File: config.mk
export PLATFORM = sky130hd
export DESIGN_NAME = ppm_sum_receiver_filter
export DESIGN_NICKNAME = d
export VERILOG_FILES = /design/src/hdl/psrf_pkg.sv /design/src/hdl/psrf_fifo.sv /design/src/hdl/psrf_front.sv /design/src/hdl/psrf_back.sv /design/src/hdl/ppm_sum_receiver_filter.sv
export SDC_FILE = /design/constraint.sdc
export NUM_CORES = 2
export LEC_CHECK = 0
export BUFFER_PORTS_ARGS = -buffer_cell sky130_fd_sc_hd__buf_2
export CORE_ASPECT_RATIO = 2
export CORE_MARGIN = 5
export CORE_UTILIZATION = 40
export DETAILED_ROUTE_END_ITERATION = 7
export GPL_TIMING_DRIVEN = 0
export PLACE_DENSITY = 0.56
export REMOVE_ABC_BUFFERS = 1
export SYNTH_ARGS = -nofsm -noshare
export SYNTH_HDL_FRONTEND = slang
export SYNTH_HIERARCHICAL = 1
export SYNTH_SLANG_ARGS = --single-unit
export TNS_END_PERCENT = 10
File: constraint.sdc
create_clock -name clk_i -period 17.3 [get_ports clk_i]
set_input_delay 0.865 -clock clk_i [delete_from_list [all_inputs] [get_ports clk_i]]
set_output_delay 0.865 -clock clk_i [all_outputs]
set_load 0.01 [all_outputs]
File: src/hdl/psrf_pkg.sv
// Shared types and constants for the PPM sum receiver and channel filter.
`default_nettype none

package psrf_pkg;

  // Block dimensions.
  localparam int NumChannels      = 12;
  localparam int AvgLength        = 4;
  localparam int OverrideChannels = 8;
  localparam int HistLen          = AvgLength - 1;
  localparam int OrderSlots       = 12;

  localparam int ChW    = (NumChannels > 1) ? $clog2(NumChannels) : 1;
  localparam int HiW    = (HistLen > 1) ? $clog2(HistLen) : 1;
  localparam int OvW    = (OverrideChannels > 1) ? $clog2(OverrideChannels) : 1;
  localparam int RawW   = 12;
  localparam int SumW   = RawW + $clog2(AvgLength) + 1;
  localparam int RowW   = HistLen * RawW;
  localparam int SlotW  = 4;

  // Queue sizes.
  localparam int CmdDepth = 4;
  localparam int CmdPtrW  = 2;
  localparam int OutDepth = 16;
  localparam int OutPtrW  = 4;

  // Values of the decoder and filter.
  localparam logic [RawW-1:0]  IdleRaw       = RawW'(1502);
  localparam logic [15:0]      IdleFilt      = 16'd1500;
  localparam logic [RawW-1:0]  RawMax        = RawW'(4095);
  localparam logic [SlotW-1:0] SlotMax       = 4'd15;
  localparam logic [15:0]      OverrideFloor = 16'd900;
  localparam int               Deadband      = 3;
  localparam int               Settle        = 2;

  // Configuration register reset values.
  localparam logic [47:0] OrderReset    = 48'hBA98_7654_3210;
  localparam logic [15:0] SyncGapReset  = 16'd3000;
  localparam logic [15:0] PulseMinReset = 16'd900;
  localparam logic [15:0] PulseMaxReset = 16'd2200;

  typedef enum logic [1:0] {
    KIND_EDGE      = 2'd0,
    KIND_PASS      = 2'd1,
    KIND_OVR_LOAD  = 2'd2,
    KIND_OVR_COUNT = 2'd3
  } kind_e;

  typedef enum logic [1:0] {
    CFG_ORDER     = 2'd0,
    CFG_SYNC_GAP  = 2'd1,
    CFG_PULSE_MIN = 2'd2,
    CFG_PULSE_MAX = 2'd3
  } cfg_reg_e;

  typedef enum logic [1:0] {
    CMD_RAW  = 2'd0,
    CMD_PASS = 2'd1,
    CMD_OVR  = 2'd2,
    CMD_CNT  = 2'd3
  } cmd_op_e;

  typedef struct packed {
    kind_e       kind;
    logic [15:0] timestamp;
    logic [2:0]  channel;
    logic [15:0] value;
    logic [15:0] count;
  } in_t;

  typedef struct packed {
    logic [3:0]  out_channel;
    logic [15:0] out_value;
    logic        last;
  } out_t;

  typedef struct packed {
    logic [47:0] order;
    logic [15:0] sync_gap;
    logic [15:0] pulse_min;
    logic [15:0] pulse_max;
  } cfg_t;

  // Command from the front end to the back end.
  typedef struct packed {
    cmd_op_e        op;
    logic [SlotW-1:0] idx;
    logic [15:0]    data;
  } cmd_t;

endpackage

`default_nettype wire

File: src/hdl/psrf_fifo.sv
// Small command queue between the front end and the back end.
`default_nettype none

module psrf_fifo (
  input  logic             clk_i,
  input  logic             rst_ni,
  input  logic             push_i,
  input  psrf_pkg::cmd_t   data_i,
  output logic             full_o,
  input  logic             pop_i,
  output psrf_pkg::cmd_t   data_o,
  output logic             empty_o
);
  import psrf_pkg::*;

  cmd_t               mem_q [CmdDepth];
  logic [CmdPtrW-1:0] wr_q, rd_q;
  logic [CmdPtrW:0]   cnt_q;
  logic               do_push, do_pop;

  assign full_o  = (int'(cnt_q) == CmdDepth);
  assign empty_o = (cnt_q == '0);
  assign data_o  = mem_q[rd_q];
  assign do_push = push_i && !full_o;
  assign do_pop  = pop_i && !empty_o;

  // Storage.
  always_ff @(posedge clk_i) begin
    if (do_push) begin
      mem_q[wr_q] <= data_i;
    end
  end

  // Pointers and fill count.
  always_ff @(posedge clk_i or negedge rst_ni) begin
    if (!rst_ni) begin
      wr_q  <= '0;
      rd_q  <= '0;
      cnt_q <= '0;
    end else begin
      if (do_push) begin
        wr_q <= wr_q + 1'b1;
      end
      if (do_pop) begin
        rd_q <= rd_q + 1'b1;
      end
      if (do_push && !do_pop) begin
        cnt_q <= cnt_q + 1'b1;
      end else if (!do_push && do_pop) begin
        cnt_q <= cnt_q - 1'b1;
      end
    end
  end

endmodule

`default_nettype wire

File: src/hdl/psrf_front.sv
// Front end: accepts requests, decodes PPM pulse timestamps and issues commands.
`default_nettype none

module psrf_front (
  input  logic           clk_i,
  input  logic           rst_ni,
  input  psrf_pkg::cfg_t cfg_i,
  input  logic           push,
  output logic           full,
  input  psrf_pkg::in_t  item_i,
  output logic           cmd_push_o,
  output psrf_pkg::cmd_t cmd_o,
  input  logic           cmd_full_i
);
  import psrf_pkg::*;

  logic [15:0]      last_q, last_d;
  logic [SlotW-1:0] slot_q, slot_d;
  logic [15:0]      diff;
  logic             accept;
  logic             in_window;

  assign full      = cmd_full_i;
  assign accept    = push && !cmd_full_i;
  assign diff      = item_i.timestamp - last_q;
  assign in_window = (diff > cfg_i.pulse_min) && (diff < cfg_i.pulse_max)
                     && (int'(slot_q) < NumChannels);

  // Request decode and frame tracking.
  always_comb begin
    last_d     = last_q;
    slot_d     = slot_q;
    cmd_push_o = 1'b0;
    cmd_o.op   = CMD_RAW;
    cmd_o.idx  = slot_q;
    cmd_o.data = '0;
    unique case (item_i.kind)
      KIND_EDGE: begin
        if (accept) begin
          last_d = item_i.timestamp;
          if (diff > cfg_i.sync_gap) begin
            slot_d = '0;
          end else begin
            if (in_window) begin
              cmd_push_o = 1'b1;
              cmd_o.data = (diff > 16'(RawMax)) ? 16'(RawMax) : diff;
            end
            if (slot_q < SlotMax) begin
              slot_d = slot_q + 1'b1;
            end
          end
        end
      end
      KIND_PASS: begin
        cmd_o.op   = CMD_PASS;
        cmd_push_o = accept;
      end
      KIND_OVR_LOAD: begin
        cmd_o.op   = CMD_OVR;
        cmd_o.idx  = SlotW'(item_i.channel);
        cmd_o.data = item_i.value;
        cmd_push_o = accept && (int'(item_i.channel) < OverrideChannels);
      end
      KIND_OVR_COUNT: begin
        cmd_o.op   = CMD_CNT;
        cmd_o.data = item_i.count;
        cmd_push_o = accept;
      end
    endcase
  end

  always_ff @(posedge clk_i or negedge rst_ni) begin
    if (!rst_ni) begin
      last_q <= '0;
      slot_q <= '0;
    end else begin
      last_q <= last_d;
      slot_q <= slot_d;
    end
  end

endmodule

`default_nettype wire

File: src/hdl/psrf_back.sv
// Back end: channel filter pipeline, override logic and result queue.
`default_nettype none

module psrf_back (
  input  logic           clk_i,
  input  logic           rst_ni,
  input  logic [47:0]    order_i,
  input  psrf_pkg::cmd_t cmd_i,
  input  logic           cmd_empty_i,
  output logic           cmd_pop_o,
  output psrf_pkg::out_t result_o,
  output logic           empty,
  input  logic           pop
);
  import psrf_pkg::*;

  // Channel state.
  logic [RawW-1:0] raw_q  [NumChannels];
  logic [15:0]     filt_q [NumChannels];
  logic [15:0]     ov_q   [OverrideChannels];
  logic [15:0]     ocnt_q;
  logic [HiW-1:0]  hidx_q;

  // History memory, one row of past raw values per channel.
  logic [RowW-1:0]        hist_mem [NumChannels];
  logic [RowW-1:0]        hist_rd_q;
  logic [NumChannels-1:0] hvld_q;

  // Pass sequencer and pipeline.
  logic            active_q;
  logic [ChW-1:0]  ch_q;
  logic            s1_vld_q, s1_hok_q;
  logic [ChW-1:0]  s1_ch_q;
  logic [RawW-1:0] s1_raw_q;
  logic            s2_vld_q;
  logic [ChW-1:0]  s2_ch_q;
  logic [RawW-1:0] s2_raw_q, s2_mean_q;
  logic [RowW-1:0] s2_row_q;

  // Result queue.
  out_t               oq_mem [OutDepth];
  logic [OutPtrW-1:0] oq_wr_q, oq_rd_q;
  logic [OutPtrW:0]   oq_cnt_q;

  logic            busy, room, start, oq_pop;
  logic [SlotW-1:0] slot;
  logic [RawW-1:0] raw_sel;
  logic [SumW-1:0] sum;
  logic [RowW-1:0] row_m, row_new;
  logic [RawW-1:0] mean;
  logic [15:0]     f_cur, f_new, ov_cur;
  logic            ovr_hit;
  out_t            res;

  assign busy      = active_q || s1_vld_q || s2_vld_q;
  assign room      = (int'(oq_cnt_q) <= OutDepth - NumChannels);
  assign cmd_pop_o = !cmd_empty_i && !busy && ((cmd_i.op != CMD_PASS) || room);
  assign start     = cmd_pop_o && (cmd_i.op == CMD_PASS);

  // Stage 0: slot lookup through the channel order.
  always_comb begin
    if (int'(ch_q) < OrderSlots) begin
      slot = order_i[{ch_q, 2'b00} +: SlotW];
    end else begin
      slot = SlotW'(ch_q);
    end
    if (int'(slot) < NumChannels) begin
      raw_sel = raw_q[ChW'(slot)];
    end else begin
      raw_sel = IdleRaw;
    end
  end

  // Stage 1: rounded mean over the raw value and the history row.
  always_comb begin
    row_m = s1_hok_q ? hist_rd_q : '0;
    sum   = SumW'(s1_raw_q) + SumW'(AvgLength / 2);
    for (int a = 0; a < HistLen; a++) begin
      sum = sum + SumW'(row_m[a*RawW +: RawW]);
    end
    mean = RawW'(sum / AvgLength);
  end

  // Stage 2: deadband, override and history update.
  always_comb begin
    f_cur   = filt_q[s2_ch_q];
    ov_cur  = ov_q[OvW'(s2_ch_q)];
    ovr_hit = (int'(s2_ch_q) < OverrideChannels) && (ocnt_q != '0);
    f_new   = f_cur;
    if ((18'(s2_mean_q) + 18'(Deadband)) < 18'(f_cur)) begin
      f_new = 16'(s2_mean_q) + 16'(Settle);
    end else if (18'(s2_mean_q) > (18'(f_cur) + 18'(Deadband))) begin
      f_new = 16'(s2_mean_q) - 16'(Settle);
    end
    if (ovr_hit && (ov_cur > OverrideFloor)) begin
      f_new = ov_cur;
    end
    for (int a = 0; a < HistLen; a++) begin
      if (int'(hidx_q) == a) begin
        row_new[a*RawW +: RawW] = s2_raw_q;
      end else begin
        row_new[a*RawW +: RawW] = s2_row_q[a*RawW +: RawW];
      end
    end
    res.out_channel = 4'(s2_ch_q);
    res.out_value   = f_new;
    res.last        = (int'(s2_ch_q) == NumChannels - 1);
  end

  // History memory access.
  always_ff @(posedge clk_i) begin
    if (s2_vld_q) begin
      hist_mem[s2_ch_q] <= row_new;
    end
    hist_rd_q <= hist_mem[ch_q];
  end

  // Pipeline payload.
  always_ff @(posedge clk_i) begin
    s1_ch_q   <= ch_q;
    s1_raw_q  <= raw_sel;
    s1_hok_q  <= hvld_q[ch_q];
    s2_ch_q   <= s1_ch_q;
    s2_raw_q  <= s1_raw_q;
    s2_mean_q <= mean;
    s2_row_q  <= row_m;
  end

  // Sequencer, channel state and commands.
  always_ff @(posedge clk_i or negedge rst_ni) begin
    if (!rst_ni) begin
      active_q <= 1'b0;
      ch_q     <= '0;
      s1_vld_q <= 1'b0;
      s2_vld_q <= 1'b0;
      hidx_q   <= '0;
      ocnt_q   <= '0;
      hvld_q   <= '0;
      for (int i = 0; i < NumChannels; i++) begin
        raw_q[i]  <= IdleRaw;
        filt_q[i] <= IdleFilt;
      end
      for (int i = 0; i < OverrideChannels; i++) begin
        ov_q[i] <= '0;
      end
    end else begin
      s1_vld_q <= active_q;
      s2_vld_q <= s1_vld_q;
      if (start) begin
        active_q <= 1'b1;
        ch_q     <= '0;
        if (int'(hidx_q) == HistLen - 1) begin
          hidx_q <= '0;
        end else begin
          hidx_q <= hidx_q + 1'b1;
        end
      end else if (active_q) begin
        if (int'(ch_q) == NumChannels - 1) begin
          active_q <= 1'b0;
        end else begin
          ch_q <= ch_q + 1'b1;
        end
      end
      if (cmd_pop_o) begin
        unique case (cmd_i.op)
          CMD_RAW:  raw_q[ChW'(cmd_i.idx)] <= cmd_i.data[RawW-1:0];
          CMD_OVR:  ov_q[OvW'(cmd_i.idx)]  <= cmd_i.data;
          CMD_CNT:  ocnt_q                 <= cmd_i.data;
          CMD_PASS: ;
        endcase
      end
      if (s2_vld_q) begin
        filt_q[s2_ch_q] <= f_new;
        hvld_q[s2_ch_q] <= 1'b1;
        if (ovr_hit) begin
          ocnt_q <= ocnt_q - 1'b1;
        end
      end
    end
  end

  // Result queue.
  assign empty    = (oq_cnt_q == '0);
  assign oq_pop   = pop && !empty;
  assign result_o = oq_mem[oq_rd_q];

  always_ff @(posedge clk_i) begin
    if (s2_vld_q) begin
      oq_mem[oq_wr_q] <= res;
    end
  end

  always_ff @(posedge clk_i or negedge rst_ni) begin
    if (!rst_ni) begin
      oq_wr_q  <= '0;
      oq_rd_q  <= '0;
      oq_cnt_q <= '0;
    end else begin
      if (s2_vld_q) begin
        oq_wr_q <= oq_wr_q + 1'b1;
      end
      if (oq_pop) begin
        oq_rd_q <= oq_rd_q + 1'b1;
      end
      if (s2_vld_q && !oq_pop) begin
        oq_cnt_q <= oq_cnt_q + 1'b1;
      end else if (!s2_vld_q && oq_pop) begin
        oq_cnt_q <= oq_cnt_q - 1'b1;
      end
    end
  end

endmodule

`default_nettype wire

File: src/hdl/ppm_sum_receiver_filter.sv
// A request is taken whenever the 4-entry command queue has room, and it leaves that
// queue in the cycle after it was written at the earliest. An edge, override or count
// request takes effect at the edge that removes it. A compute pass holds the 3-stage
// channel pipeline: its 12 results enter the 16-entry result queue on consecutive
// cycles, each after passing stages 0, 1 and 2 in order. A pass starts only when
// the result queue can hold all of it. Reset is asynchronous and active low; state
// registers reset at once, but queue storage, history memory and pipeline payload do not.
`default_nettype none

module ppm_sum_receiver_filter (
  input  logic           clk_i,
  input  logic           rst_ni,
  input  logic           push,
  output logic           full,
  input  psrf_pkg::in_t  item_i,
  output logic           empty,
  input  logic           pop,
  output psrf_pkg::out_t result_o,
  input  logic           cfg_we_i,
  input  logic [1:0]     cfg_idx_i,
  input  logic [47:0]    cfg_data_i
);
  import psrf_pkg::*;

  cfg_t cfg_q;
  cmd_t f_cmd, b_cmd;
  logic f_push, q_full, q_empty, b_pop;

  // Configuration registers.
  always_ff @(posedge clk_i or negedge rst_ni) begin
    if (!rst_ni) begin
      cfg_q.order     <= OrderReset;
      cfg_q.sync_gap  <= SyncGapReset;
      cfg_q.pulse_min <= PulseMinReset;
      cfg_q.pulse_max <= PulseMaxReset;
    end else if (cfg_we_i) begin
      unique case (cfg_reg_e'(cfg_idx_i))
        CFG_ORDER:     cfg_q.order     <= cfg_data_i;
        CFG_SYNC_GAP:  cfg_q.sync_gap  <= cfg_data_i[15:0];
        CFG_PULSE_MIN: cfg_q.pulse_min <= cfg_data_i[15:0];
        CFG_PULSE_MAX: cfg_q.pulse_max <= cfg_data_i[15:0];
      endcase
    end
  end

  psrf_front u_front (
    .clk_i      (clk_i),
    .rst_ni     (rst_ni),
    .cfg_i      (cfg_q),
    .push       (push),
    .full       (full),
    .item_i     (item_i),
    .cmd_push_o (f_push),
    .cmd_o      (f_cmd),
    .cmd_full_i (q_full)
  );

  psrf_fifo u_cmdq (
    .clk_i   (clk_i),
    .rst_ni  (rst_ni),
    .push_i  (f_push),
    .data_i  (f_cmd),
    .full_o  (q_full),
    .pop_i   (b_pop),
    .data_o  (b_cmd),
    .empty_o (q_empty)
  );

  psrf_back u_back (
    .clk_i       (clk_i),
    .rst_ni      (rst_ni),
    .order_i     (cfg_q.order),
    .cmd_i       (b_cmd),
    .cmd_empty_i (q_empty),
    .cmd_pop_o   (b_pop),
    .result_o    (result_o),
    .empty       (empty),
    .pop         (pop)
  );

endmodule

`default_nettype wire
=== Word-level counts from Yosys, hierarchy flattened ===
Memories as Yosys holds them, arrays and structs flattened. A register that Yosys moved wholly into a read port is not among the register bits.
Cells that the tools add are included.

* Register bits after elaboration: 718
* RAM bits: 856
* Input port bits: 108
* Output and inout port bits: 23
* Logic and storage cells: 242
* Memories kept: 3

* $add $sub $neg: 21
* Magnitude comparators: 24
* Eq/ne operators: 16
* Shift operators: 1
* Multiplexer cells: 62
* Bitwise operators: 6
* Reduce and logical (&&, ||, !) cells: 51

{| class="wikitable"
|+ Memories
! name !! depth !! bits a word !! read ports !! clocked after Yosys merged registers in !! wr ports !! line !! RTL
|-
| u_back.hist_mem || 12 || 36 || 1 || 1 || 1 || psrf_back.sv:25 || <nowiki>logic [RowW-1:0] hist_mem [NumChannels];</nowiki>
|-
| u_back.oq_mem || 16 || 21 || 1 || 0 || 1 || psrf_back.sv:41 || <nowiki>out_t oq_mem [OutDepth];</nowiki>
|-
| u_cmdq.mem_q || 4 || 22 || 1 || 0 || 1 || psrf_fifo.sv:16 || <nowiki>cmd_t mem_q [CmdDepth];</nowiki>
|}

{| class="wikitable"
|+ Operator list
! kind !! count
|-
| $mux 16 || 17
|-
| $bwmux 192 || 1
|-
| $bwmux 144 || 1
|-
| $bwmux 128 || 1
|-
| $mux 12 || 6
|-
| $bmux 16 s4 || 1
|-
| $demux 16 s4 || 1
|-
| $bmux 12 s4 || 1
|-
| $bmux 16 s3 || 1
|-
| $demux 12 s4 || 1
|-
| $demux 16 s3 || 1
|-
| $pmux 16 s3 || 1
|-
| $shiftx 48x7->4 || 1
|-
| $add 14x12->14 || 3
|-
| $add 12x2->13 const B || 3
|-
| $mux 36 || 1
|-
| $gt 16x16->1 || 2
|-
| $mux 4 || 7
|-
| $lt 4x4->1 const B || 5
|-
| $logic_and 1x1->1 || 19
|-
| $gt 12x18->1 || 1
|-
| $lt 18x16->1 || 1
|-
| $add 16x2->17 const B || 1
|-
| $add 4x1->4 const B || 4
|-
| 44 further kinds || 100
|}

=== Logic depth before layout (Yosys ltp) ===
* Word-level depth: 13
* Depth in mapped cells: 28
* Gate-level depth less buffers: 25

=== Modules after synthesis ===
The synthesis kept the hierarchy.

{| class="wikitable"
|+ Modules (own cells, without submodules)
! module !! instances !! cells an instance !! area each (um^2) !! seq. area each (um^2)
|-
| psrf_back || 1 || 3,564 || 59,091.7 || 38,491.9
|-
| ppm_sum_receiver_filter || 1 || 204 || 3,646.0 || 2,446.1
|-
| psrf_fifo || 1 || 151 || 3,628.5 || 2,817.7
|-
| psrf_front || 1 || 425 || 3,240.6 || 500.5
|}

=== Least setup slack after synthesis ===
OpenSTA, ideal clock, no wires.

* Path kind: register -> register
* Start: reg u_back.s2_ch_q[0]
* End: mem u_back/oq_mem[0][4] in the netlist's numbering (data pin)
* Library setup time: 0.291 ns
* Data arrival time: 5.116 ns
* Data required time: 17.009 ns
* Setup slack: 11.893 ns
* Cell stages (with the launch flop): 24
* Path buffers: 6
* Clock period less this slack: 5.407 ns
* Cell sequence: dfxtp_1 buf_6 buf_12 buf_12 buf_12 mux4_2 a221oi_2 ha_1 nor3_1 nand2b_1 nor3_1 xor2_1 ha_1 nand4_1 or2_2 a211oi_1 nor4_1 nor3_4 o21ai_2 buf_6 o22ai_1 a211oi_1 buf_2 a21oi_1

* Longest elaborated chain between the ends: 9
* Elaborated cells between the ends (all ways): 18
* Classes of those cells: 1 x add/sub; 4 x order compare; 9 x mux; 2 x bitwise; 2 x reduce/logical

{| class="wikitable"
|+ RTL lines
! what !! line !! RTL
|-
| start, declared || psrf_back.sv:36 || <nowiki>logic [ChW-1:0] s2_ch_q;</nowiki>
|-
| start signal, assigned || psrf_back.sv:123 || <nowiki>s2_ch_q <= s1_ch_q;</nowiki>
|-
| $not 4->5 (not written as such) || psrf_back.sv:86 || <nowiki>f_cur = filt_q[s2_ch_q];</nowiki>
|-
| $bmux 16 s4 || psrf_back.sv:86 ||
|-
| $mux 16 (not written as such) (2 in a row) || psrf_back.sv:86 ||
|-
| $add 16x2->17 || psrf_back.sv:92 || <nowiki>end else if (18'(s2_mean_q) > (18'(f_cur) + 18'(Deadband))) begin</nowiki>
|-
| $gt 12x18->1 || psrf_back.sv:92 ||
|-
| $mux 16 || psrf_back.sv:92 ||
|-
| $mux 16 || psrf_back.sv:90 || <nowiki>if ((18'(s2_mean_q) + 18'(Deadband)) < 18'(f_cur)) begin</nowiki>
|-
| $mux 16 (*) || psrf_back.sv:95 || <nowiki>if (ovr_hit && (ov_cur > OverrideFloor)) begin</nowiki>
|-
| net u_back.f_new[3] || psrf_back.sv:51 || <nowiki>logic [15:0] f_cur, f_new, ov_cur;</nowiki>
|-
| end, declared || psrf_back.sv:41 ||
|}

Mark *: on every way through the listed nets, which the timed path passes. The rest lies on a longest branch. The select of a mux whose other input is x is not followed.

=== Worst setup path in the final report ===
* Start: reg u_back.s2_ch_q[0]
* End: mem u_back/oq_mem[8][4] in the netlist's numbering (data pin)

The elaborated chain is that of the path after synthesis.

==> out/qor.txt <==
Nets - 4714
Post-synthesis sequential area ratio - 63.6%
Slowest CP cell - a21oi_1
CP required - 17.70 ns
GRT overflow - 0
CTS H-tree depth - 4
# IOs - 131
Die area - 0.183 mm²
Layout Utilization - 45.4%
Sw frac - 37.1%
Startpoint types - flip-flop
Total number of vias - 37100
Async SR Flop Fraction - 39.6%
Largest net degree at the start of global routing - 124
Slew margin rel. - 12.0%
Multi-input combinational cell area - 0.0239 mm²
Area Overhead vs Synth - 13.0%
Overall Global Routing Usage - 18.2%
Sw Pwr - 0.00636 W
Crit Path Class - reg -> reg
CP Capture Type - flip-flop
Max_cap viols - 0
ANT nets after route - 0
Pins over their slew limit - 0
Prevailing post-synth register cell - edfxtp_1
Port Buffers - 130
Synth Area per Inst - 16.0 µm²
Yosys warns - 6
Final worst slack - 9.53 ns
Die width - 305 µm
CP Cell Sequence - buf_12 > buf_16 > mux4_2 > a22o_1 > a21oi_1 > inv_1 > nand2_1 > or3_1 > nor3_1 > xor2_1 > ha_1 > nand4_1 > or2_2 > a211oi_1 > nor4_1 > nor3_4 > o21ai_2 > mux2i_1 > a211oi_2 > a21oi_1
Most frequent cells in the layout - 856 x edfxtp_1, 465 x mux2_2, 413 x dfrtp_1, 324 x mux4_2, 289 x nand2_1
Power per Cell Area - 218 mW/mm²
Outcome - finished clean
Flop pwr share - 39.0%
Least-Margin Pin Slew - 1.31 ns
Post-route DRC - 0
Clock power frac - 19.5%
Final setup fails - 0
Period utilisation layout - 44.9%
Minimum clock period - 7.77 ns
RSZ-0062 raised after global routing - false
Skew final - 0.0583 ns
First-pass GRT wire length - 256000 µm
Vias in the first global route - 40400
Hold Crit Class - in -> async
# Post-CTS Setup Buffers - 0
Cell mode on critical path - a21oi_1
Max Fclk - 0.129 GHz
Core Box Area - 0.173 mm²
Clk buf depth - 4
Clk root buf - clkbuf_16
Cells after Synth - 4344
Fin Setup TNS - 0 ns
Yosys reg bits - 1610
Internal power - 0.0108 W
Initial antenna violation count - 2
CTS tree - built
Non-filler cells in the finished layout - 6864
Leakage - 29.9 nW
Clk Latency, worst-skew pair - 0.79 ns
Vias per cell - 5.41
CP arrival - 8.17 ns
Drt pass-1 iters - 5
CP peak stage delay - 0.97 ns
Netlist Area Pre-Place - 0.0696 mm²
Most common cell after layout, fill and taps aside - edfxtp_1
DIE HEIGHT - 600 µm
Worst VDD drop - 0.222 mV
Hold buffers post-CTS - 0
Distinct cells, synth - 101
Layout fillers - 15100
Seq. cell area - 0.0443 mm²
Pre-CTS WS - 9.58 ns
Largest delay share family, worst path - compound AO/OA/AOI/OAI gates
Clock Sinks - 1610
Crit-path max FO - 56
Standard-cell rows - 216
Gate power share - 41.5%
Crit path buf inv count - 3
Fin. Hold Viols - 0
Final wirelength - 167000 µm
CTS buffer count - 153
Cells resized by post-CTS repair - 0
EDFF count, synth - 856
Placed insts - 6592
Placer congestion estimate - 0.822
WL/cell - 24.3 µm
Drt first-iter violations - 2283
CTS clk-pin slew, worst paths - 0.07 ns
DP HPWL - 105000 µm
Initial core utilization - 40.2%
Share of layout cells above drive strength 1 - 34.0%
power groups by stage:
stage | clock (W) | sequential, W | combinational, W
3_3_place_gp | 0 | 0.00714 | 0.00680
2_1_floorplan | 0 | 0.00669 | 0.00475
4_1_cts | 0.00346 | 0.00671 | 0.00726
3_5_place_dp | 0 | 0.00678 | 0.00724
5_1_grt | 0.00359 | 0.00682 | 0.00779
6_report | 0.00335 | 0.00669 | 0.00711
synth_stat cells, drive strengths merged (8+ instances only):
cell type,count,area [µm²]
and3,11,68.8
buf,89,598
or2,9,56.3
fa,26,521
nand4,25,163
nand3,27,140
mux2,488,5500
a21o,30,226
nand2b,34,213
mux4,338,7660
clkbuf,148,556
nor2b,43,269
ha,122,1530
o221a,8,90.1
edfxtp,856,25700
o21a,15,113
nor3,50,278
dfxtp,117,2340
a22oi,9,72.6
nor4,11,75.1
a211oi,15,123
or3,15,98.8
dfstp,215,5650
xor2,33,289
a21oi,95,498
o21ai,186,935
xnor2,40,358
and2,42,263
o22ai,9,56.3
nor2,146,578
inv,134,503
nand2,289,1080
a31oi,20,131
mux2i,145,1470
dfrtp,422,10600
flip-flops by register name, summed over array words and instances (netlist names), 5 cells and up:
signal            flops
u_front/last_q       16
u_back/raw_q        144
u_back/hist_mem     432
u_cmdq/mem_q         88
u_back/oq_cnt_q       5
u_back/hvld_q        12
u_back/oq_mem       336
u_back/s2_mean_q     12
u_back/s2_row_q      36
u_back/ov_q         128
u_back/s1_raw_q      12
u_back/hist_rd_q     36
u_back/filt_q       192
cfg_q                96
u_back/ocnt_q        16
u_back/s2_raw_q      12
per-layer routing:
metal | up-vias | share of wire [%] | track usage (%)
met5 | - | 0.0078 | 0
met4 | 2 | 3.4 | 5.94
met3 | 254 | 2.8 | 1.89
met2 | 680 | 57 | 35.9
met1 | 19500 | 37 | 20.3
li1 | 16600 | - | -
final cells by class:
| class | count | area share (%) |
|---|---|---|
| diodes | 1 | 0.00318 |
| inverters | 134 | 0.678 |
| multi-input cells | 2363 | 30.4 |
| clock inverters | 60 | 0.718 |
| flip-flops and latches | 1610 | 56.3 |
| repair buffers | 196 | 2.67 |
| clock buffers | 211 | 5.58 |
| well taps | 2289 | 3.64 |
through the flow:
stage,instance area (µm²),total power [W],hold WS [ns]
6_report,78600,0.0171,0.185
5_1_grt,78600,0.0182,0.227
4_1_cts,78600,0.0174,0.173
3_5_place_dp,73700,0.0140,0.312
3_3_place_gp,72000,0.0139,0.310
2_1_floorplan,68500,0.0114,0.310
kinds of logic after synthesis:
family	Yosys count	synth area share, %
flops	1610	63.6
mux	971	21.0
simple gates	724	5.01
compound gates	447	4.14
buf+inv	371	2.38
fa+ha+maj	148	2.94
xor+xnor	73	0.929
worst paths after layout:
path	slack, ns	start	cells after the start	endpoint
max	9.53	u_back/s2_ch_q[0]	20	u_back/oq_mem[8][4]
min	0.18	rst_ni	1	cfg_q[59]
max reg2reg	9.53	u_back/s2_ch_q[0]	20	u_back/oq_mem[8][4]
min reg2reg	0.33	u_back/s1_ch_q[3]	0	u_back/s2_ch_q[3]
max in group asynchronous	15.16	rst_ni	4	u_back/filt_q[35]
min in group clk_i	0.30	item_i[49]	3	u_front/last_q[14]
No activity file was read; power rests on OpenSTA's default activity.
